### src/sv/cwpc_pkg.sv
// Package for the camera window pixel capture unit.
// Holds the payload structs, the window settings, and the register and result codes.
// No dependencies.
`timescale 1ns / 1ps
`default_nettype none

package cwpc_pkg;

   // Buffer size and counter limits.
   localparam int unsigned MAX_CAPTURE = 4096;
   localparam int unsigned ROW_W       = 10;
   localparam int unsigned COL_W       = 11;
   localparam int unsigned INDEX_W     = 12;
   localparam int unsigned COUNT_W     = 13;
   localparam int unsigned CSR_DATA_W  = 11;
   localparam int unsigned CSR_INDEX_W = 2;

   localparam logic [ROW_W-1:0]   ROW_LIMIT = 10'd1023;
   localparam logic [COL_W-1:0]   COL_LIMIT = 11'd2047;
   localparam logic [COUNT_W-1:0] COUNT_MAX = COUNT_W'(MAX_CAPTURE);

   // Register indexes of the configuration port.
   typedef enum logic [CSR_INDEX_W-1:0] {
      CSR_FIRST_ROW    = 2'd0,
      CSR_ROW_TOTAL    = 2'd1,
      CSR_FIRST_COLUMN = 2'd2,
      CSR_COLUMN_TOTAL = 2'd3
   } csr_index_type;

   // Result kinds.
   typedef enum logic {
      KIND_PIXEL = 1'b0,
      KIND_DONE  = 1'b1
   } kind_type;

   typedef struct packed {
      logic       arm;
      logic       frame_sync;
      logic       line_valid;
      logic       pixel_clock;
      logic [7:0] pixel_byte;
   } req_type;

   typedef struct packed {
      logic               kind;
      logic [7:0]         captured_byte;
      logic [INDEX_W-1:0] capture_index;
      logic [COUNT_W-1:0] capture_count;
   } rsp_type;

   // Capture window settings.
   typedef struct packed {
      logic [ROW_W-1:0] first_row;
      logic [ROW_W-1:0] row_total;
      logic [COL_W-1:0] first_column;
      logic [COL_W-1:0] column_total;
   } window_type;

endpackage

`default_nettype wire

### src/sv/camera_window_pixel_capture_unit.sv
// Camera window pixel capture unit: top level with window registers and result buffering.
// A result enters the output register, or the skid register while that one is held.
// Throughput: one sample per cycle; an output register plus a skid register keep
// samples flowing while a result waits, and req_ready drops only when both are full.
// Reset (synchronous, active high) idles the engine, empties the buffers and loads
// the window defaults: first row 0, 200 rows, first column 99, 2 columns.
`timescale 1ns / 1ps
`default_nettype none

module camera_window_pixel_capture_unit
   import cwpc_pkg::*;
(
   input  wire logic                   clock,
   input  wire logic                   reset,
   input  wire logic                   req_valid,
   output logic                        req_ready,
   input  wire req_type                req_data,
   output logic                        rsp_valid,
   input  wire logic                   rsp_ready,
   output rsp_type                     rsp_data,
   input  wire logic                   csr_write_enable,
   input  wire logic [CSR_INDEX_W-1:0] csr_index,
   input  wire logic [CSR_DATA_W-1:0]  csr_write_data
);

   window_type window_ff;
   logic       out_valid_ff;
   rsp_type    out_data_ff;
   logic       skid_valid_ff;
   rsp_type    skid_data_ff;

   logic       step;
   logic       new_valid;
   rsp_type    new_data;
   logic       rsp_transfer;

   assign req_ready    = !skid_valid_ff;
   assign step         = req_valid && req_ready;
   assign rsp_transfer = out_valid_ff && rsp_ready;
   assign rsp_valid    = out_valid_ff;
   assign rsp_data     = out_data_ff;

   // Window registers.
   always_ff @(posedge clock) begin
      if (reset) begin
         window_ff.first_row    <= ROW_W'(0);
         window_ff.row_total    <= ROW_W'(200);
         window_ff.first_column <= COL_W'(99);
         window_ff.column_total <= COL_W'(2);
      end else if (csr_write_enable) begin
         case (csr_index_type'(csr_index))
            CSR_FIRST_ROW:    window_ff.first_row    <= csr_write_data[ROW_W-1:0];
            CSR_ROW_TOTAL:    window_ff.row_total    <= csr_write_data[ROW_W-1:0];
            CSR_FIRST_COLUMN: window_ff.first_column <= csr_write_data[COL_W-1:0];
            CSR_COLUMN_TOTAL: window_ff.column_total <= csr_write_data[COL_W-1:0];
            default: begin
            end
         endcase
      end
   end

   cwpc_engine u_engine (
      .clock        (clock),
      .reset        (reset),
      .step         (step),
      .item         (req_data),
      .window       (window_ff),
      .result_valid (new_valid),
      .result       (new_data)
   );

   // Output register with a skid stage behind it.
   always_ff @(posedge clock) begin
      if (reset) begin
         out_valid_ff  <= 1'b0;
         skid_valid_ff <= 1'b0;
      end else begin
         if (skid_valid_ff) begin
            if (rsp_transfer) begin
               out_valid_ff  <= 1'b1;
               skid_valid_ff <= 1'b0;
            end
         end else if (step && new_valid) begin
            if (!out_valid_ff || rsp_transfer) begin
               out_valid_ff <= 1'b1;
            end else begin
               skid_valid_ff <= 1'b1;
            end
         end else if (rsp_transfer) begin
            out_valid_ff <= 1'b0;
         end
      end
   end

   // Payload registers need no reset.
   always_ff @(posedge clock) begin
      if (skid_valid_ff) begin
         if (rsp_transfer) out_data_ff <= skid_data_ff;
      end else if (step && new_valid) begin
         if (!out_valid_ff || rsp_transfer) begin
            out_data_ff <= new_data;
         end else begin
            skid_data_ff <= new_data;
         end
      end
   end

   // The skid stage only fills behind a waiting result.
   assert property (@(posedge clock) disable iff (reset) skid_valid_ff |-> out_valid_ff)
      else $error("skid register holds a result while the output register is empty");

   // The reported count never passes the buffer size.
   assert property (@(posedge clock) disable iff (reset)
      rsp_valid |-> rsp_data.capture_count <= COUNT_MAX)
      else $error("capture count beyond buffer size");

   // A captured pixel's count is its index plus one.
   assert property (@(posedge clock) disable iff (reset)
      (rsp_valid && rsp_data.kind == KIND_PIXEL) |->
         rsp_data.capture_count == ({1'b0, rsp_data.capture_index} + COUNT_W'(1)))
      else $error("pixel count does not follow its index");

endmodule

`default_nettype wire

### src/sv/cwpc_engine.sv
// Capture engine: frame sync tracking, edge detection, row and column counting.
// Produces at most one result per transferred sample. Depends on cwpc_pkg.
`timescale 1ns / 1ps
`default_nettype none

module cwpc_engine
   import cwpc_pkg::*;
(
   input  wire logic       clock,
   input  wire logic       reset,
   input  wire logic       step,
   input  wire req_type    item,
   input  wire window_type window,
   output logic            result_valid,
   output rsp_type         result
);

   typedef enum logic [1:0] {
      PH_IDLE      = 2'd0,
      PH_WAIT_HIGH = 2'd1,
      PH_WAIT_LOW  = 2'd2,
      PH_CAPTURE   = 2'd3
   } phase_type;

   phase_type          phase_ff, phase_in;
   logic               last_lv_ff;
   logic               last_pc_ff;
   logic [ROW_W-1:0]   row_ff, row_in;
   logic [COL_W-1:0]   col_ff, col_in;
   logic [COUNT_W-1:0] bytes_ff, bytes_in;

   logic               lv_fall;
   logic               pc_fall;
   logic [ROW_W:0]     row_end;
   logic [ROW_W:0]     row_ended;
   logic [COL_W:0]     col_end;
   logic               row_in_window;
   logic               col_in_window;

   // Window bounds, one bit wider so the sums never wrap.
   assign row_end   = {1'b0, window.first_row} + {1'b0, window.row_total};
   assign col_end   = {1'b0, window.first_column} + {1'b0, window.column_total};
   assign row_ended = {1'b0, row_ff} + (ROW_W+1)'(1);
   assign lv_fall   = last_lv_ff && !item.line_valid;
   assign pc_fall   = last_pc_ff && !item.pixel_clock;

   assign row_in_window = (row_ff >= window.first_row) && ({1'b0, row_ff} < row_end);
   assign col_in_window = (col_ff >= window.first_column) && ({1'b0, col_ff} < col_end);

   // Next state and result for the sample at the input.
   always_comb begin
      phase_in     = phase_ff;
      row_in       = row_ff;
      col_in       = col_ff;
      bytes_in     = bytes_ff;
      result_valid = 1'b0;
      result       = '0;
      if (item.arm) begin
         phase_in = PH_WAIT_HIGH;
         row_in   = '0;
         col_in   = '0;
         bytes_in = '0;
      end else begin
         case (phase_ff)
            PH_WAIT_HIGH: begin
               if (item.frame_sync) phase_in = PH_WAIT_LOW;
            end
            PH_WAIT_LOW: begin
               if (!item.frame_sync) phase_in = PH_CAPTURE;
            end
            PH_CAPTURE: begin
               if (lv_fall) begin
                  // End of a row: finish after the last window row or at the counter limit.
                  col_in = '0;
                  if (row_ended >= row_end || row_ff >= ROW_LIMIT) begin
                     phase_in             = PH_IDLE;
                     result_valid         = 1'b1;
                     result.kind          = KIND_DONE;
                     result.capture_count = bytes_ff;
                  end else begin
                     row_in = row_ended[ROW_W-1:0];
                  end
               end else if (item.line_valid && pc_fall && col_ff < COL_LIMIT) begin
                  // Pixel edge inside a row; capture when inside the window and room is left.
                  col_in = col_ff + COL_W'(1);
                  if (row_in_window && col_in_window && bytes_ff < COUNT_MAX) begin
                     bytes_in             = bytes_ff + COUNT_W'(1);
                     result_valid         = 1'b1;
                     result.kind          = KIND_PIXEL;
                     result.captured_byte = item.pixel_byte;
                     result.capture_index = bytes_ff[INDEX_W-1:0];
                     result.capture_count = bytes_ff + COUNT_W'(1);
                  end
               end
            end
            default: begin
            end
         endcase
      end
   end

   // Engine state advances on each sample transfer.
   always_ff @(posedge clock) begin
      if (reset) begin
         phase_ff   <= PH_IDLE;
         last_lv_ff <= 1'b0;
         last_pc_ff <= 1'b0;
         row_ff     <= '0;
         col_ff     <= '0;
         bytes_ff   <= '0;
      end else if (step) begin
         phase_ff   <= phase_in;
         last_lv_ff <= item.line_valid;
         last_pc_ff <= item.pixel_clock;
         row_ff     <= row_in;
         col_ff     <= col_in;
         bytes_ff   <= bytes_in;
      end
   end

endmodule

`default_nettype wire

### config.mk
export PLATFORM = sky130hd
export DESIGN_NAME = camera_window_pixel_capture_unit
export DESIGN_NICKNAME = d
export VERILOG_FILES = /design/src/sv/cwpc_pkg.sv /design/src/sv/camera_window_pixel_capture_unit.sv /design/src/sv/cwpc_engine.sv
export SDC_FILE = /design/constraint.sdc
export NUM_CORES = 1
export LEC_CHECK = 0
export BUFFER_PORTS_ARGS = -buffer_cell sky130_fd_sc_hd__buf_2
export CORE_UTILIZATION = 55
export CTS_CLUSTER_SIZE = 25
export DETAILED_ROUTE_END_ITERATION = 6
export HOLD_SLACK_MARGIN = 0.02
export PLACE_DENSITY = 0.8
export RECOVER_POWER = 50
export SETUP_SLACK_MARGIN = 0.05
export SLEW_MARGIN = 0
export SYNTH_ARGS = -nofsm -noshare
export SYNTH_HDL_FRONTEND = slang
export SYNTH_SLANG_ARGS = --single-unit
### constraint.sdc
create_clock -name clock -period 7.9 [get_ports clock]
set_input_delay 1.185 -clock clock [delete_from_list [all_inputs] [get_ports clock]]
set_output_delay 1.185 -clock clock [all_outputs]
set_load 0.005 [all_outputs]
Word-level counts from Yosys, hierarchy flattened
Index checks and enable logic that the tools add are counted.

word-level totals
  bits in registers = 150
  latch bits = 0
  memory bits (writable) = 0
  memory bits (read-only) = 0
  input bits = 30
  output and inout port bits = 36
  logic and storage cells = 133
  memories kept = 0

operators by class
  add/subtract/negate cells = 5
  multipliers = 0
  divide/modulo/power cells = 0
  magnitude comparators = 8
  equality and inequality tests = 14
  shifts and indexed selects = 0
  muxes and demuxes = 46
  bitwise operators = 2
  reduce and logical (&&, ||, !) cells = 38

operators by type and width
  operator               number
  $mux 34                7
  $mux 13                7
  $mux 11                4
  $mux 10                4
  $mux 33                1
  $ge 11x11->1           2
  $mux 20                1
  $mux 1                 16
  $reduce_bool 2->1      7
  $add 13x1->13 const B  1
  $lt 13x13->1 const B   1
  $add 11x11->12         1
  $lt 11x12->1           1
  $reduce_and 3->1       4
  $add 10x1->11 const B  1
  $add 10x10->11         1
  $add 11x1->11 const B  1
  $logic_and 1x1->1      11
  $lt 10x11->1           1
  $lt 11x11->1 const B   1
  $ge 10x10->1           1
  $ge 10x10->1 const B   1
  $mux 2                 5
  $ne 3x2->1 const B     3
  other kinds (16)       30

Longest topological paths before layout
Gate-level depths: netlist (run 1).

  depth after elaboration = 13
  mapped depth = 19

Modules after synthesis
Synthesis (run 1) repeated with hierarchy kept, for this count alone.

unflattened totals
  cell total of the unflattened synthesis = 894
  area total of the unflattened synthesis = 8737.1 um2

by module, submodules not included
  module                            times used  cells an instance  area each (um2)  sequential area each (um2)
  cwpc_engine                       1           587                4668.2           760.7
  camera_window_pixel_capture_unit  1           307                4068.9           2922.8

Least setup slack after synthesis (run 1)
Ideal clock, no wire load.

  path type = flip-flop to flip-flop
  from = register window_ff[0] (netlist bit)
  to = register skid_data_ff[0] (netlist bit) (enable)
  library setup time = 0.514 ns
  arrival time = 6.603 ns
  slack = 0.784 ns
  cell stages (with the launch flop) = 18
  buffers on the path = 1
  clock period less this slack = 7.116 ns
  path through = dfxtp_1 ha_1 fa_1 a21o_1 a21oi_1 o21bai_1 a21oi_1 o21ai_0 xnor2_1 ha_1 nand4_1 nor3_1 a211oi_1 a211oi_1 nor3_4 buf_6 a21oi_1 nor4_1

on the way
  cells in the longest elaborated chain, start to end = 12

RTL lines
  item                            line                                     text
  from (decl)                     camera_window_pixel_capture_unit.sv:26   window_type window_ff;
  $add 11x11->12                  cwpc_engine.sv:42                        assign col_end = {1'b0, window.first_column} + {1'b0, window.column_total};
  $lt 11x12->1                    cwpc_engine.sv:48                        assign col_in_window = (col_ff >= window.first_column) && ({1'b0, col_ff} < col_end);
  $logic_and 1x1->1               cwpc_engine.sv:48
  $logic_and 1x1->1 (2 in a row)  cwpc_engine.sv:86                        if (row_in_window && col_in_window && bytes_ff < COUNT_MAX) begin
  $mux 1                          cwpc_engine.sv:86
  $mux 1                          cwpc_engine.sv:83                        end else if (item.line_valid && pc_fall && col_ff < COL_LIMIT) begin
  $mux 1                          cwpc_engine.sv:72                        if (lv_fall) begin
  $mux 1                          cwpc_engine.sv:64                        case (phase_ff)
  $mux 1                          cwpc_engine.sv:58                        if (item.arm) begin
  $logic_and 1x1->1               camera_window_pixel_capture_unit.sv:99   end else if (step && new_valid) begin
  $reduce_and 3->1 (no line)      -
  to (signal assigned)            camera_window_pixel_capture_unit.sv:103  skid_data_ff <= new_data;
  to (decl)                       camera_window_pixel_capture_unit.sv:30   rsp_type skid_data_ff;

Every way passes these cells.
A chain may end at the register's enable or synchronous reset.

Worst setup path in the final report (run 1)
  from = register skid_valid_ff
  to = output req_ready

on the way
  cells in the longest elaborated chain, start to end = 1

RTL lines
  item                    line                                    text
  from (decl)             camera_window_pixel_capture_unit.sv:29  logic skid_valid_ff;
  from (signal assigned)  camera_window_pixel_capture_unit.sv:76  skid_valid_ff <= 1'b0;
  from (signal assigned)  camera_window_pixel_capture_unit.sv:81  skid_valid_ff <= 1'b0;
  from (signal assigned)  camera_window_pixel_capture_unit.sv:87  skid_valid_ff <= 1'b1;
  $logic_not 1->1         camera_window_pixel_capture_unit.sv:37  assign req_ready = !skid_valid_ff;
  to (decl)               camera_window_pixel_capture_unit.sv:16  output logic req_ready,

Every way passes these cells.

==> impl.org, run 1 <==
** STA
- Final Hold Fails :: 0
- Worst Skew :: 5.688 ps
- Max Clk Rate :: 182.8 MHz
- The number of pins with negative max-slew slack in the final report is 155.
- Of the available clock period, the critical path in the final layout requires 0.6925.
- Total Neg Setup Slack :: 0 ps
- The routed design could run at a clock period as short as 5471 ps.
- Post-Route Hold Slack :: 464.1 ps
- Setup repair after global routing left no endpoint under its margin.
- Total of endpoints with negative setup slack in the final report :: 0
- In this run the tightest slew margin relative to its limit is -1.207.
- Worst Max-Slew Pin Slew :: 3311 ps

** Clocking
- Post-CTS sizing :: 0
- Sinks on the clock net :: 150
- The clock passes through at most 2 buffers.
- Clock tree synthesis inserted a total of 17 buffers.
- CTS tree :: built
- After clock tree synthesis, the clock-pin slew on the worst setup and hold paths is 60 ps.
- Clock latency on the worst-skew pair, taken at its later pin, is 440 ps.
- Once the clock tree was built, the setup fixing pass inserted 0 buffers.
- For this design, the CTS-stage hold fixing added 0 buffers.
- CTS H-tree lvls :: 4
- The tree is rooted in a sky130_fd_sc_hd__clkbuf_16.

** Pwr
- Power density over cell area :: 186.0 mW/mm^2
- The analysis attributes to cell leakage a power of 3.753 nW.
- Worst IR drop on VDD :: 207.3 uV

** Layout
- Final standard cell area without fillers :: 0.01000 mm^2
- Counting the fill cells in the layout gives 1,357.
- Of the cells placed in the final design, the portion with a size suffix greater than 1 is 0.08835.
- The net count of the finished layout is 1,162.
- Finished Layout Cells :: 1,280
- 0 antenna diodes ended up in the layout.
- Layout area overhead :: 11.60%

** Logic synthesis
- In this run, synthesis produced a sequential element count of 150.
- Number of library cell types mapped by synthesis :: 63
- EDFF count, synth :: 68
- Share of async-settable or async-resettable flops after synthesis :: 0
- Post-Syn Instances :: 1,010
- Synthesized area per cell :: 8.875 um^2
- Synthesis Warnings :: 0
- Counting every net in the synthesized netlist gives 1,121.
- Of the synthesized area, sequential elements account for 0.4109.
- Cell Area, Synth :: 0.008964 mm^2
- Primary flip-flop cell chosen by synthesis mapping :: sky130_fd_sc_hd__dfxtp_1

** Placement
- After detailed placement, the total cell area comes to 0.009413 mm^2.
- Placed cell count :: 1,248
- During placement, the flow inserted port buffers numbering 65.
- The congestion estimate from routability-driven global placement came to 0.8409.
- Post-DP HPWL :: 14,540 um

** Setup path
- In this run the worst path has a maximum fanout of 77.
- The most critical setup path has its endpoint at req_ready.
- The worst setup path is launched from a register.
- The worst register-to-register path has a depth of 17.
- Worst reg-to-reg setup slack :: 2460 ps
- The endpoint identified for the worst register-to-register timing path is rsp_data[19]$_DFFE_PP_.
- Data required time at the worst endpoint :: 6710 ps
- Worst reg2reg startpoint :: window_ff[11]$_SDFFE_PP1P_
- Launching element of the worst setup path :: skid_valid_ff$_SDFF_PP0_
- Data on the critical path arrives at its endpoint at 4290 ps.
- The critical path is of the reg -> out type.
- The worst setup path is captured at a primary output.

** Route
- Dividing the detail-routed wire length by the instance count gives 16.67 um.
- Number of DRC violations after detailed-routing iteration 0 :: 639
- The detail route stage leaves a number of antenna-violating nets equal to 0.
- Drc violations :: 0
- The first detailed-routing pass ran for 5 iterations.
- Wires add up to 21,340 um.
- For this block, the via count after detailed routing is 7,742.
- In the routed layout, each cell is associated on average with a via count of 6.048.

** Floorplan
- I/O pin total :: 66
- FP Rows :: 46
- The die covers 0.01681 mm^2.
- Die X :: 129.7 um
- The die is 129.7 um tall.
- In this run the standard cell core region covers 0.01589 mm^2.
- The initial utilization of the core area, before any placement, comes to 0.5643.

** Min path
- The min-delay analysis places its worst path in the category reg -> reg.

** Global route
- First-pass GRT wire length :: 35,160 um
- The via count of the first global-routing pass was 7,265.
- For this run the aggregate overflow at the end of global routing stands at 0.
- In the global route stage, overall resource usage came out at 0.2656.
- Maximum number of pins on one net before global-route repair :: 78
- The initial antenna violation count was 0.

** Status
- The flow ran to the end, but the final reports show violations.
- Violated checks :: max-capacitance violations, max-slew violations

** Run
- Reported max-cap violation count :: 2
power breakdown:
part,internal (W),switching [W],leakage [nW]
Combinational,0.0000492,0.0000824,2.17
Sequential,0.000814,0.00000775,1.27
Clock,0.000572,0.000335,0.317
worst min path at each step:
stage,endpoint,start,cells past startpoint
floorplan,u_engine.last_pc_ff$_SDFFE_PP0P_,u_engine.last_pc_ff$_SDFFE_PP0P_,2
global placement,u_engine.last_lv_ff$_SDFFE_PP0P_,u_engine.last_lv_ff$_SDFFE_PP0P_,2
detailed placement,window_ff[30]$_SDFFE_PP0P_,window_ff[30]$_SDFFE_PP0P_,2
CTS,u_engine.last_pc_ff$_SDFFE_PP0P_,u_engine.last_pc_ff$_SDFFE_PP0P_,2
global route,window_ff[8]$_SDFFE_PP0P_,window_ff[8]$_SDFFE_PP0P_,2
finish,u_engine.last_pc_ff$_SDFFE_PP0P_,u_engine.last_pc_ff$_SDFFE_PP0P_,2
sequential cells by signal, summed over array words and instances, names as in the netlist:
signal / flops
rsp_valid: 1
u_engine.bytes_ff: 13
u_engine.row_ff: 10
window_ff: 42
rsp_data: 34
u_engine.col_ff: 11
skid_data_ff: 34
u_engine.last_lv_ff: 1
u_engine.phase_ff: 2
u_engine.last_pc_ff: 1
skid_valid_ff: 1
per-stage QoR:
| step | util | setup slack (ps) | power [W] |
|---|---|---|---|
| global placement | 0.5925 | 2801 | 0.0009625 |
| detailed placement | 0.5925 | 2531 | 0.0009669 |
| floorplan | - | 783.6 | 0.0009271 |
| CTS | 0.6332 | 2526 | 0.001864 |
| global route | 0.6297 | 2042 | 0.001912 |
| finish | 0.6297 | 2429 | 0.001860 |
critical path, stage by stage (launching register included):
cell and delay (ps):
sky130_fd_sc_hd__dfxtp_1 310, sky130_fd_sc_hd__clkbuf_1 2110, sky130_fd_sc_hd__inv_1 1030, sky130_fd_sc_hd__buf_2 390
area by class of cell:
type	instances	area, um^2	share of cell area
clock inverters	11	195.2	0.01951
inverters	49	183.9	0.01839
multi-input cells	761	4886	0.4884
flip-flops and latches	150	3684	0.3682
clock buffers	21	450.4	0.04503
well taps	216	270.3	0.02702
repair buffers	72	334.1	0.03340
cell usage after synthesis, types with 3 or more instances:
master	n	area [um^2]
sky130_fd_sc_hd__nor3b_1	3	22.52
sky130_fd_sc_hd__or3_1	10	62.56
sky130_fd_sc_hd__inv_1	49	183.9
sky130_fd_sc_hd__o21ai_1	7	35.03
sky130_fd_sc_hd__buf_4	3	22.52
sky130_fd_sc_hd__a21oi_1	87	435.4
sky130_fd_sc_hd__o311ai_0	15	131.4
sky130_fd_sc_hd__o41ai_1	3	26.28
sky130_fd_sc_hd__or2_2	3	18.77
sky130_fd_sc_hd__o31ai_1	11	82.58
sky130_fd_sc_hd__xor2_1	20	175.2
sky130_fd_sc_hd__o21ai_0	42	210.2
sky130_fd_sc_hd__a211oi_1	10	75.07
sky130_fd_sc_hd__xnor2_1	11	96.34
sky130_fd_sc_hd__ha_1	79	988.5
sky130_fd_sc_hd__nand3b_1	10	75.07
sky130_fd_sc_hd__o211ai_1	14	105.1
sky130_fd_sc_hd__a32oi_1	3	26.28
sky130_fd_sc_hd__nand2b_1	5	31.28
sky130_fd_sc_hd__nand2_1	142	533.0
sky130_fd_sc_hd__o21bai_1	5	37.54
sky130_fd_sc_hd__mux2i_1	3	30.03
sky130_fd_sc_hd__a221oi_1	3	26.28
sky130_fd_sc_hd__nor2_1	72	270.3
sky130_fd_sc_hd__buf_6	3	33.78
sky130_fd_sc_hd__nand4b_1	3	26.28
sky130_fd_sc_hd__buf_2	3	15.01
sky130_fd_sc_hd__and3_1	27	168.9
sky130_fd_sc_hd__a31oi_1	15	93.84
sky130_fd_sc_hd__o21a_1	3	22.52
sky130_fd_sc_hd__clkbuf_1	40	150.1
sky130_fd_sc_hd__dfxtp_1	82	1642
sky130_fd_sc_hd__nor3_1	28	140.1
sky130_fd_sc_hd__nor2b_1	7	43.79
sky130_fd_sc_hd__edfxtp_1	68	2042
sky130_fd_sc_hd__nand4_1	25	156.4
sky130_fd_sc_hd__nand3_1	33	165.2
sky130_fd_sc_hd__a21o_1	9	67.56
sky130_fd_sc_hd__nor4_1	4	25.02
sky130_fd_sc_hd__a311oi_1	7	61.31
sky130_fd_sc_hd__a41oi_1	6	52.55
sky130_fd_sc_hd__mux2_2	3	33.78
sky130_fd_sc_hd__a31o_2	7	61.31
per-layer routing:
layer | global-route usage | share of wire | vias to the layer above
met5 | 0 | 0 | -
met3 | 0.04294 | 0.043 | 53
met4 | 0.1067 | 0.026 | 0
met1 | 0.3345 | 0.44 | 3628
li1 | - | - | 3813
met2 | 0.4542 | 0.49 | 248
cell families (layout without fill, tap and decap cells):
group	count (synthesis)	count (layout)	synth area share
compound gates	258	258	0.1837
xor+xnor	31	31	0.03029
fa+ha+maj	81	81	0.1147
buf+inv	99	153	0.04578
flops	150	150	0.4109
mux	6	6	0.007119
simple gates	385	385	0.2074
layout by cell type (no fill, tap or decap), types with 4 or more instances in the layout:
cell / instances
sky130_fd_sc_hd__nand2b_1: 5
sky130_fd_sc_hd__xnor2_1: 11
sky130_fd_sc_hd__nand3_1: 33
sky130_fd_sc_hd__nor2b_1: 7
sky130_fd_sc_hd__clkbuf_16: 17
sky130_fd_sc_hd__a21oi_1: 86
sky130_fd_sc_hd__o211ai_1: 14
sky130_fd_sc_hd__o21bai_1: 5
sky130_fd_sc_hd__edfxtp_1: 68
sky130_fd_sc_hd__nand2_1: 142
sky130_fd_sc_hd__bufinv_16: 5
sky130_fd_sc_hd__a211oi_1: 10
sky130_fd_sc_hd__nor3_1: 29
sky130_fd_sc_hd__nand3b_1: 10
sky130_fd_sc_hd__o31ai_1: 11
sky130_fd_sc_hd__o311ai_0: 15
sky130_fd_sc_hd__clkbuf_1: 32
sky130_fd_sc_hd__xor2_1: 20
sky130_fd_sc_hd__or3_1: 11
sky130_fd_sc_hd__o21ai_0: 42
sky130_fd_sc_hd__ha_1: 79
sky130_fd_sc_hd__and3_1: 27
sky130_fd_sc_hd__inv_1: 49
sky130_fd_sc_hd__dfxtp_1: 82
sky130_fd_sc_hd__nor2_1: 72
sky130_fd_sc_hd__a31o_2: 7
sky130_fd_sc_hd__inv_6: 4
sky130_fd_sc_hd__a41oi_1: 6
sky130_fd_sc_hd__o21ai_1: 6
sky130_fd_sc_hd__nand4_1: 25
sky130_fd_sc_hd__a21o_1: 9
sky130_fd_sc_hd__a31oi_1: 15
sky130_fd_sc_hd__buf_2: 39
sky130_fd_sc_hd__buf_4: 4
sky130_fd_sc_hd__a311oi_1: 7
(Power assumes the default switching activity.)
==> run 2, diff against run 1 <==
--- a/config.mk
+++ b/config.mk
@@ -5,12 +5,13 @@
 export SDC_FILE = /design/constraint.sdc
 export NUM_CORES = 1
 export LEC_CHECK = 0
+export ABC_AREA = 1
 export BUFFER_PORTS_ARGS = -buffer_cell sky130_fd_sc_hd__buf_2
 export CORE_UTILIZATION = 55
 export CTS_CLUSTER_SIZE = 25
 export DETAILED_ROUTE_END_ITERATION = 6
 export HOLD_SLACK_MARGIN = 0.02
-export PLACE_DENSITY = 0.8
+export PLACE_DENSITY = 0.83
 export RECOVER_POWER = 50
 export SETUP_SLACK_MARGIN = 0.05
 export SLEW_MARGIN = 0
==> constraint.sdc (replaced) <==
create_clock -name clock -period 4.6 [get_ports clock]
set_input_delay 0.69 -clock clock [delete_from_list [all_inputs] [get_ports clock]]
set_output_delay 0.69 -clock clock [all_outputs]
set_load 0.005 [all_outputs]
==> run 2 against run 1 <==
  * The run still ends with max-capacitance violations, max-slew violations left
  * Synthesized cell count rose by 8.0%
  * Sequential share of layout area rose by 1.1 points
  * Largest cell class unchanged
  * Count of clock-buffer cells in the layout fell by 3
  * Flip-flop and latch count did not move
  * Power rose by 68%
  * Hold slack got worse by 3.8 ps
==> impl.org, run 2 <==
** Floorplan
- Initial core utilization :: 0.5681 (+0.003783)
- The floorplan die area came to 0.01632 mm^2 (-2.9%).
- The placement row count came to 45 (-2.2%).
- Die outline height :: 127.8 um (-1.5%)
- Die X :: 127.8 um (-1.5%)
- The total core area is 0.01531 mm^2 (-3.6%).
- The number of ports placed on the die boundary was 66 (unchanged).

** Logic synthesis
- The mean instance size in the synthesized netlist is 7.974 um^2 (-10%).
- In the post-synthesis netlist, the cell with the most instances is sky130_fd_sc_hd__nand2_1.
- Synthesis Warnings :: 0 (unchanged)
- The number of different library cells in the post-synthesis netlist came to 41 (-35%).
- Cell Area, Synth :: 0.008700 mm^2 (-2.9%)
- The most used flip-flop cell after synthesis is sky130_fd_sc_hd__dfxtp_1.
- The number of nets in the synthesized netlist is 1,202 (+7.2%).
- Area fraction of the dominant cell type after synthesis :: 0.2347 (+0.006913)
- Post-synthesis sequential element count :: 150 (unchanged)
- EDFF count, synth :: 68 (unchanged)
- Share of async-settable or async-resettable flops after synthesis :: 0 (unchanged)
- Top cell types by occurrence after synthesis :: sky130_fd_sc_hd__nand2_1 (247), sky130_fd_sc_hd__nor2_1 (129), sky130_fd_sc_hd__inv_1 (123), sky130_fd_sc_hd__a21oi_1 (96), sky130_fd_sc_hd__dfxtp_1 (82)
- Most area-hungry cell type in the Yosys netlist :: sky130_fd_sc_hd__edfxtp_1
- The register area share after synthesis came to 0.4234 (+0.01247).
- In the post-synthesis netlist, the biggest area contributors are sky130_fd_sc_hd__edfxtp_1 (23%), sky130_fd_sc_hd__dfxtp_1 (19%), sky130_fd_sc_hd__ha_1 (11%).
- The synthesized instance count came to 1,091 (+8.0%).

** Global route
- Met2 track demand over resource :: 0.4351 (-0.01913)
- GR Overflow Total :: 0 (unchanged)
- Most Used Layer, Global Route :: met2
- The maximum number of pins on one net before global-route repair was 50 (-36%).
- Number of global-route vias before repair :: 7,063 (-2.8%)
- The global routing met1 resource utilization came to 0.2997 (-0.03477).
- The overall global routing resource usage was 0.2483 (-0.01737).
- Initial antenna violation count :: 0 (unchanged)
- The global-route wire length before repair is 32,040 um (-8.9%).
- The met3 layer usage reported by global route is 0.04257 (-0.0003688).

** Layout
- Combined area of the multi-input logic cells :: 0.004357 mm^2 (-11%)
- Layout cells sized above 1 :: 0.09192 (+0.003579)
- In the final layout, the registers with the most flip-flops are window_ff (42), rsp_data (34), skid_data_ff (34).
- Most frequent standard cell in the layout excluding fill and tap cells :: sky130_fd_sc_hd__nand2_1
- The sequential standard cell area came to 0.003684 mm^2 (unchanged).
- The library cells used most frequently in the layout, excluding fill and tap cells, are sky130_fd_sc_hd__nand2_1 (248), sky130_fd_sc_hd__nor2_1 (130), sky130_fd_sc_hd__inv_1 (123), sky130_fd_sc_hd__a21oi_1 (95), sky130_fd_sc_hd__dfxtp_1 (82).
- Number of inserted diodes :: 0 (unchanged)
- Register ranked first by flip-flop count :: window_ff
- The flip-flop count of the largest register after layout came to 42 (unchanged).
- Total Nets Final :: 1,262 (+8.6%)
- Filler cells :: 1,355 (-0.15%)
- The area growth from synthesis to layout is 11.53% (about the same).

** Pwr
- Clk network pwr share :: 0.426 (-0.061)
- Internal Pwr Total :: 0.002258 W (+57%)
- Proportion of power drawn by flip-flops and latches :: 0.461 (+0.019)
- The net switching power came to 0.0008753 W (+110%).
- The reported leakage power was 4.598 nW (+23%).
- The power density over cell area was 322.9 mW/mm^2 (+74%).
- Share of total power consumed by net switching :: 0.2793 (+0.05078)
- Proportion of power drawn by combinational gates :: 0.113 (+0.042)
- The peak supply drop was 244.8 uV (+18%).

** Placement
- The number of buffers added on ports is 65 (unchanged).
- The pre-CTS worst setup slack was 963.1 ps (-1568 ps).
- Final weighted congestion of routability-driven global placement :: 0.9111 (+8.3%)
- Post-DP HPWL :: 13,930 um (-4.2%)

** STA
- Number of pins with negative max-slew slack in the final report :: 50 (-68%)
- Worst Max-Slew Pin Slew :: 2069 ps (-1242 ps)
- Final Hold Fails :: 0 (unchanged)
- The worst clock skew on the final layout is 11.57 ps (+5.886 ps).
- The worst setup slack after layout is 860.3 ps (-1569 ps).
- The routed design could run at a clock period as short as 3740 ps.
- Of the available clock period, the critical path in the final layout requires 0.8130.
- Max Clk Rate :: 267.4 MHz
- Rel. slew slack :: -0.3794 (+0.8280)
- The setup TNS came to 0 ps (unchanged).
- Total of endpoints with negative setup slack in the final report :: 0 (unchanged)
- Setup repair after global routing left no endpoint under its margin.

** Clocking
- The worst-case clock buffer depth was 2 (unchanged).
- The count of cells resized by post-cts repair is 0 (unchanged).
- CTS H-tree lvls :: 4 (unchanged)
- Clock edge transition at the registers on the reported setup and hold paths :: 70 ps (about the same)
- The clock latency on the worst-skew pair is 440 ps (about the same).
- The TritonCTS buffer count was 17 (unchanged).
- CTS tree :: built
- Root buf cell :: sky130_fd_sc_hd__clkbuf_16
- The number of sinks handled by clock tree synthesis is 150 (unchanged).
- The post-cts hold buffer count was 0 (unchanged).
- Setup repair bufs after CTS :: 0 (unchanged)

** Setup path
- The peak fanout along the critical path was 34 (-56%).
- The worst setup path is captured at a register.
- Kind of start point of the critical path :: register
- Data arrival time of the critical path :: 3830 ps (-460 ps)
- The critical path is of the reg -> reg type.
- Data required time at the worst endpoint :: 4690 ps (-2020 ps)

** Route
- The final wirelength is 19,250 um (-9.8%).
- Average wire length per cell after detail routing :: 14.00 um (-16%)
- Remaining antenna violation count after routing :: 0 (unchanged)
- Initial DRT Pass Iterations :: 7 (+2)
- Number of DRC violations after detailed-routing iteration 0 :: 540 (-15%)
- The remaining routing DRC violations came to 0 (unchanged).
- The detailed-route vias per instance was 5.370 (-11%).
- Routed via count :: 7,384 (-4.6%)

** Status
- The flow ran to the end, but the final reports show violations.
- Violated checks :: max-capacitance violations, max-slew violations

** Run
- The number of violations of the max-capacitance limit was 1 (-1).

** Min path
- The worst hold path belongs to the class reg -> reg.
-- run 2: changes by cell type in the layout (fill, tap and decap cells not counted), sizes merged, moves of 13 or more --
| cell | change |
|---|---|
| clkbuf | -13 |
| nand4 | -15 |
| nand2 | +117 |
| and3 | -25 |
| o311ai | -15 |
| nor2 | +62 |
| nor3 | -14 |
| inv | +82 |
-- run 2: logic make-up (layout without fill, tap and decap cells) --
family / count (synthesis) / in the layout / synth area share
flip-flops: 150 / 150 / 0.4234
adder cells (fa/ha/maj): 81 / 81 / 0.1182
AND/OR/NAND/NOR: 482 / 482 / 0.2385
AO/OA/AOI/OAI: 187 / 187 / 0.1159
buffers and inverters: 160 / 233 / 0.07277
XOR/XNOR: 31 / 31 / 0.03121
-- run 2: critical path, cell delays in order, from the launching register on --
cell	delay [ps]
sky130_fd_sc_hd__dfxtp_1	320
sky130_fd_sc_hd__ha_1	330
sky130_fd_sc_hd__inv_1	70
sky130_fd_sc_hd__o21ai_0	380
sky130_fd_sc_hd__nand2_1	130
sky130_fd_sc_hd__o211ai_1	140
sky130_fd_sc_hd__nand2_1	90
sky130_fd_sc_hd__nand2_1	70
sky130_fd_sc_hd__a21oi_1	60
sky130_fd_sc_hd__xor2_1	170
sky130_fd_sc_hd__ha_1	330
sky130_fd_sc_hd__nand2_1	70
sky130_fd_sc_hd__nor2_1	140
sky130_fd_sc_hd__nand3_1	90
sky130_fd_sc_hd__nand4_1	130
sky130_fd_sc_hd__nand2_1	110
sky130_fd_sc_hd__nand2_1	110
sky130_fd_sc_hd__nand2_1	100
sky130_fd_sc_hd__a21oi_4	130
sky130_fd_sc_hd__buf_4	410
-- run 2: area by class of cell --
class / count / share of cell area
clock buffer: 18 / 0.04423
tap: 211 / 0.02721
inverter: 127 / 0.04913
timing repair buffer: 74 / 0.03752
clock inverter: 14 / 0.01328
sequential: 150 / 0.3796
multi-input combinational: 781 / 0.4490
-- run 2: final timing paths --
kind	from	end	slack [ps]	depth (start not counted)
worst max-delay path	window_ff[24]$_SDFFE_PP0P_	rsp_data[12]$_DFFE_PP_	860	19
worst min register to register	u_engine.last_lv_ff$_SDFFE_PP0P_	u_engine.last_lv_ff$_SDFFE_PP0P_	460	2
worst max register to register	window_ff[24]$_SDFFE_PP0P_	rsp_data[12]$_DFFE_PP_	860	19
worst min-delay path	u_engine.last_lv_ff$_SDFFE_PP0P_	u_engine.last_lv_ff$_SDFFE_PP0P_	460	2
-- run 2: per-layer routing --
metal	part of all wire	vias up
met5	0	-
met4	0.025	0
met3	0.038	44
met2	0.49	199
met1	0.45	3400
li1	-	3741
-- run 2: metrics by stage --
step | hold slack, ps | power (W) | util | instances | instance area, um^2
3_3_place_gp | 444.3 | 0.001808 | 0.6015 | 1343 | 9211
3_5_place_dp | 450.4 | 0.001821 | 0.6015 | 1343 | 9211
2_1_floorplan | 430.3 | 0.001727 | - | 1091 | 8703
6_report | 460.4 | 0.003134 | 0.6336 | 1375 | 9703
4_1_cts | 460.5 | 0.003145 | 0.6379 | 1375 | 9769
5_1_grt | 499.7 | 0.003260 | 0.6336 | 1375 | 9703
-- run 2: power groups by stage --
stage          Sequential, W  Combinational, W  Clock (W)
3_5_place_dp         0.00147          0.000348          0
3_3_place_gp         0.00147          0.000337          0
4_1_cts              0.00144          0.000352    0.00135
2_1_floorplan        0.00146          0.000264          0
5_1_grt              0.00145          0.000407    0.00141
6_report             0.00144          0.000354    0.00134
==> run 3, diff against run 2 <==
--- a/config.mk
+++ b/config.mk
@@ -5,13 +5,13 @@
 export SDC_FILE = /design/constraint.sdc
 export NUM_CORES = 1
 export LEC_CHECK = 0
-export ABC_AREA = 1
+export ABC_AREA = 0
 export BUFFER_PORTS_ARGS = -buffer_cell sky130_fd_sc_hd__buf_2
 export CORE_UTILIZATION = 55
 export CTS_CLUSTER_SIZE = 25
 export DETAILED_ROUTE_END_ITERATION = 6
 export HOLD_SLACK_MARGIN = 0.02
-export PLACE_DENSITY = 0.83
+export PLACE_DENSITY = 0.8
 export RECOVER_POWER = 50
 export SETUP_SLACK_MARGIN = 0.05
 export SLEW_MARGIN = 0
==> constraint.sdc (replaced) <==
create_clock -name clock -period 3.7 [get_ports clock]
set_input_delay 0.555 -clock clock [delete_from_list [all_inputs] [get_ports clock]]
set_output_delay 0.555 -clock clock [all_outputs]
set_load 0.005 [all_outputs]
==> run 3 against run 2 <==
  * The run ends with negative setup slack left
  * Sequential share of layout area decreased by 5.3 points
  * Sequential power increased by 22%
  * Final cell count decreased by 0.36%
  * Critical path type unchanged
==> impl.org, run 3 (same netlist as run 1, synthesis figures left out) <==
** STA
- The headroom to the max-slew limit is 0.2059 (+0.5853).
- Crit path setup slack, layout :: -179.8 ps (-1040 ps)
- Setup repair after global routing could not meet its margin everywhere.
- Worst Skew :: 9.496 ps (-2.078 ps)
- Crit path time final :: 3880 ps (+140.1 ps)
- The transition time of the tightest slew-check pin was 1191 ps (-878.0 ps).
- The hold violation total from the final report is 0 (unchanged).
- The share of the clock period used by the worst path is 1.049 (+0.2356).
- Number of pins with negative max-slew slack in the final report :: 0 (-100%)
- The achievable clock frequency came to 257.7 MHz (-3.6%).
- The number of endpoints failing setup at the final stage is 119 (+119).
- Post-Route Hold Slack :: 365.2 ps (-95.21 ps)

** Floorplan
- The total core area was 0.01589 mm^2 (+3.7%).
- Die footprint :: 0.01681 mm^2 (+3.0%)
- Die outline height :: 129.7 um (+1.5%)
- The die span in x came to 129.7 um (+1.5%).
- I/O pin total :: 66 (unchanged)
- Initial core utilization :: 0.5643 (-0.003783)
- The placement row count came to 46 (+2.2%).

** Layout
- Final core occ :: 0.7123 (+0.07869)
- The largest registers in the layout are window_ff (42), rsp_data (34), skid_data_ff (34).
- Total Nets Final :: 1,252 (-0.79%)
- Most frequent standard cell in the layout excluding fill and tap cells :: sky130_fd_sc_hd__nand2_1
- Commonest cells after routing, fill and taps aside :: sky130_fd_sc_hd__nand2_1 (139), sky130_fd_sc_hd__dfxtp_1 (75), sky130_fd_sc_hd__a21oi_1 (74), sky130_fd_sc_hd__ha_1 (74), sky130_fd_sc_hd__buf_4 (73)
- Layout cells sized above 1 :: 0.2314 (+0.1394)
- More flip-flops sit in one register than any other, and that register is window_ff.
- Relative to the synthesized area, the layout overhead comes to 26.23%.
- Number of inserted diodes :: 0 (unchanged)
- The flip-flop count of the largest register after layout came to 42 (unchanged).

** Setup path
- Critical path start-end classification :: reg -> reg
- The worst endpoint required time is 3970 ps (-720 ps).
- Worst reg2reg startpoint :: window_ff[0]$_SDFFE_PP0P_
- R2r endpoint :: u_engine.bytes_ff[7]$_SDFFE_PP0P_
- Kind of start point of the critical path :: register
- The slack of the worst reg-to-reg path came to -180 ps (-1040 ps).
- Crit path capture type :: register
- The arrival time at the worst endpoint was 4150 ps (+320 ps).
- The depth of the most critical reg-to-reg path came to 19 (unchanged).
- The peak fanout along the critical path came to 6 (-82%).

** Status
- Violated checks :: negative setup slack
- The flow ran to the end, but the final reports show violations.

** Route
- Remaining antenna violation count after routing :: 0 (unchanged)
- The final wirelength is 24,760 um (+29%).
- Drc violations :: 0 (unchanged)
- Routed via count :: 8,465 (+15%)
- Mean number of vias per cell :: 6.179 (+15%)
- The violation count after the first detailed-routing iteration is 843 (+56%).
- The number of detailed-routing iterations run before antenna repair came to 6 (-1).
- The routed wire length per instance came to 18.07 um (+29%).

** Clocking
- Clock insertion delay at the later pin of the skew report :: 440 ps (about the same)
- The H-tree depth is 4 (unchanged).
- Clock edge transition at the registers on the reported setup and hold paths :: 70 ps (about the same)
- The number of sinks handled by clock tree synthesis was 150 (unchanged).
- TritonCTS built the clock tree.
- The worst-case clock buffer depth is 2 (unchanged).
- Root buf cell :: sky130_fd_sc_hd__clkbuf_16
- The TritonCTS buffer count came to 17 (unchanged).

** Min path
- The worst hold path belongs to the class in -> reg.
- In this run the most critical hold path is launched from csr_write_data[10].
- For hold timing, the worst endpoint is window_ff[21]$_SDFFE_PP0P_.
- Hold path cells :: 3 (+1)

** Pwr
- The internal portion of total power was 0.002949 W (+31%).
- Proportion of power drawn by flip-flops and latches :: 0.449 (-0.012)
- The fraction of power spent switching nets is 0.2453 (-0.03401).
- Clk network pwr share :: 0.462 (+0.036)
- The net switching power is 0.0009587 W (+9.5%).
- Worst IR drop on VDD :: 320.0 uV (+31%)
- Proportion of power drawn by combinational gates :: 0.089 (-0.024)
- The power density over cell area is 345.4 mW/mm^2 (+7.0%).
- The reported leakage power was 4.328 nW (-5.9%).

** Placement
- Input/output buffers :: 65 (unchanged)
- Final weighted congestion of routability-driven global placement :: 0.9293 (+2.0%)
- The total half-perimeter wirelength after legalization and detailed placement is 15,670 um (+13%).

** Global route
- The initial antenna violation count was 0 (unchanged).
- The final global-route overflow total came to 0 (unchanged).
- Maximum number of pins on one net before global-route repair :: 73 (+46%)
- Number of global-route vias before repair :: 7,727 (+9.4%)
- The global-route wire length before repair was 38,140 um (+19%).
- Overall routing resource usage :: 0.2922 (+0.04396)

** Run
- Reported max-cap violation count :: 0 (-1)
run 3: cell types whose count changed in the layout (fill, tap and decap cells not counted), sizes merged, moves of 14 or more:
cell / previous run / this run
buf: 55 / 138
nor2: 134 / 72
nor3: 16 / 30
o311ai: 0 / 15
inv: 135 / 52
nand4: 10 / 25
nand2: 260 / 143
and3: 2 / 27
run 3: how the worst max path moves through the flow:
stage | start | to | slack [ps] | depth (start not counted)
5_1_grt | window_ff[12]$_SDFFE_PP1P_ | skid_data_ff[9]$_DFFE_PP_ | -350 | 18
3_3_place_gp | window_ff[12]$_SDFFE_PP1P_ | rsp_data[23]$_DFFE_PP_ | -160 | 17
4_1_cts | window_ff[12]$_SDFFE_PP1P_ | skid_data_ff[13]$_DFFE_PP_ | -90 | 18
3_5_place_dp | window_ff[12]$_SDFFE_PP1P_ | rsp_data[13]$_DFFE_PP_ | -220 | 17
6_report | window_ff[0]$_SDFFE_PP0P_ | u_engine.bytes_ff[7]$_SDFFE_PP0P_ | -180 | 19
2_1_floorplan | window_ff[11]$_SDFFE_PP1P_ | skid_data_ff[0]$_DFFE_PP_ | -950 | 17
run 3: power by group through the flow:
stage / clock network, W / registers (W) / logic (W)
2_1_floorplan: 0 / 0.00179 / 0.000198
3_3_place_gp: 0 / 0.00179 / 0.000300
3_5_place_dp: 0 / 0.00179 / 0.000306
4_1_cts: 0.00180 / 0.00175 / 0.000324
5_1_grt: 0.00188 / 0.00176 / 0.000385
6_report: 0.00180 / 0.00175 / 0.000349
run 3: metrics by stage:
stage / cells / setup slack [ps] / TNS, ps / instance area, um^2 / total power (W)
6_report: 1370 / -179.8 / -10850 / 11310 / 0.003908
5_1_grt: 1370 / -354.8 / -36720 / 11310 / 0.004022
4_1_cts: 1362 / -91.68 / -5715 / 11010 / 0.003882
3_5_place_dp: 1307 / -224.3 / -22560 / 9993 / 0.002097
3_3_place_gp: 1307 / -160.7 / -9853 / 9993 / 0.002091
2_1_floorplan: 1010 / -955.0 / -55410 / 9049 / 0.001985
run 3: critical path, cell delays in order (launching register included):
cell                       delay [ps]
sky130_fd_sc_hd__dfxtp_2          340
sky130_fd_sc_hd__ha_4             160
sky130_fd_sc_hd__buf_4            140
sky130_fd_sc_hd__a211oi_4         220
sky130_fd_sc_hd__o21a_1           160
sky130_fd_sc_hd__o21bai_1          80
sky130_fd_sc_hd__a21o_1           170
sky130_fd_sc_hd__a21o_1           180
sky130_fd_sc_hd__a21oi_2          140
sky130_fd_sc_hd__xor2_1           200
sky130_fd_sc_hd__ha_1             280
sky130_fd_sc_hd__nand2_1           80
sky130_fd_sc_hd__nor3_2            50
sky130_fd_sc_hd__a211oi_2         220
sky130_fd_sc_hd__a211oi_2         150
sky130_fd_sc_hd__buf_4            170
sky130_fd_sc_hd__or3_4            450
sky130_fd_sc_hd__buf_4            170
sky130_fd_sc_hd__o311ai_4         260
sky130_fd_sc_hd__a21oi_1           90
run 3: final cells by class:
| class | instances | area, um^2 |
|---|---|---|
| clock buffers | 18 | 429.2 |
| well taps | 216 | 270.3 |
| repair buffers | 162 | 1210 |
| flip-flops and latches | 150 | 3697 |
| fillers | 1125 | 4571 |
| inverters | 49 | 187.7 |
| clock inverters | 14 | 173.9 |
| multi-input cells | 761 | 5346 |
run 3: repair_timing:
item                       in CTS  in global routing
hold endpoints to repair        0                  0
pin swaps                      19                 27
buffers inserted               20                  9
hold buffers                    0                  0
gates cloned                    3                  2
setup endpoints to repair     157                163
resized for setup              57                 69
run 3: per-layer routing:
layer / up-vias / part of all wire / global-route usage / wire length [um]
li1: 3983 / - / - / -
met1: 3948 / 0.41 / 0.3726 / 10180
met2: 454 / 0.48 / 0.4807 / 12010
met3: 80 / 0.071 / 0.05120 / 1750
met4: 0 / 0.033 / 0.1402 / 814
met5: - / 0 / 0 / 0
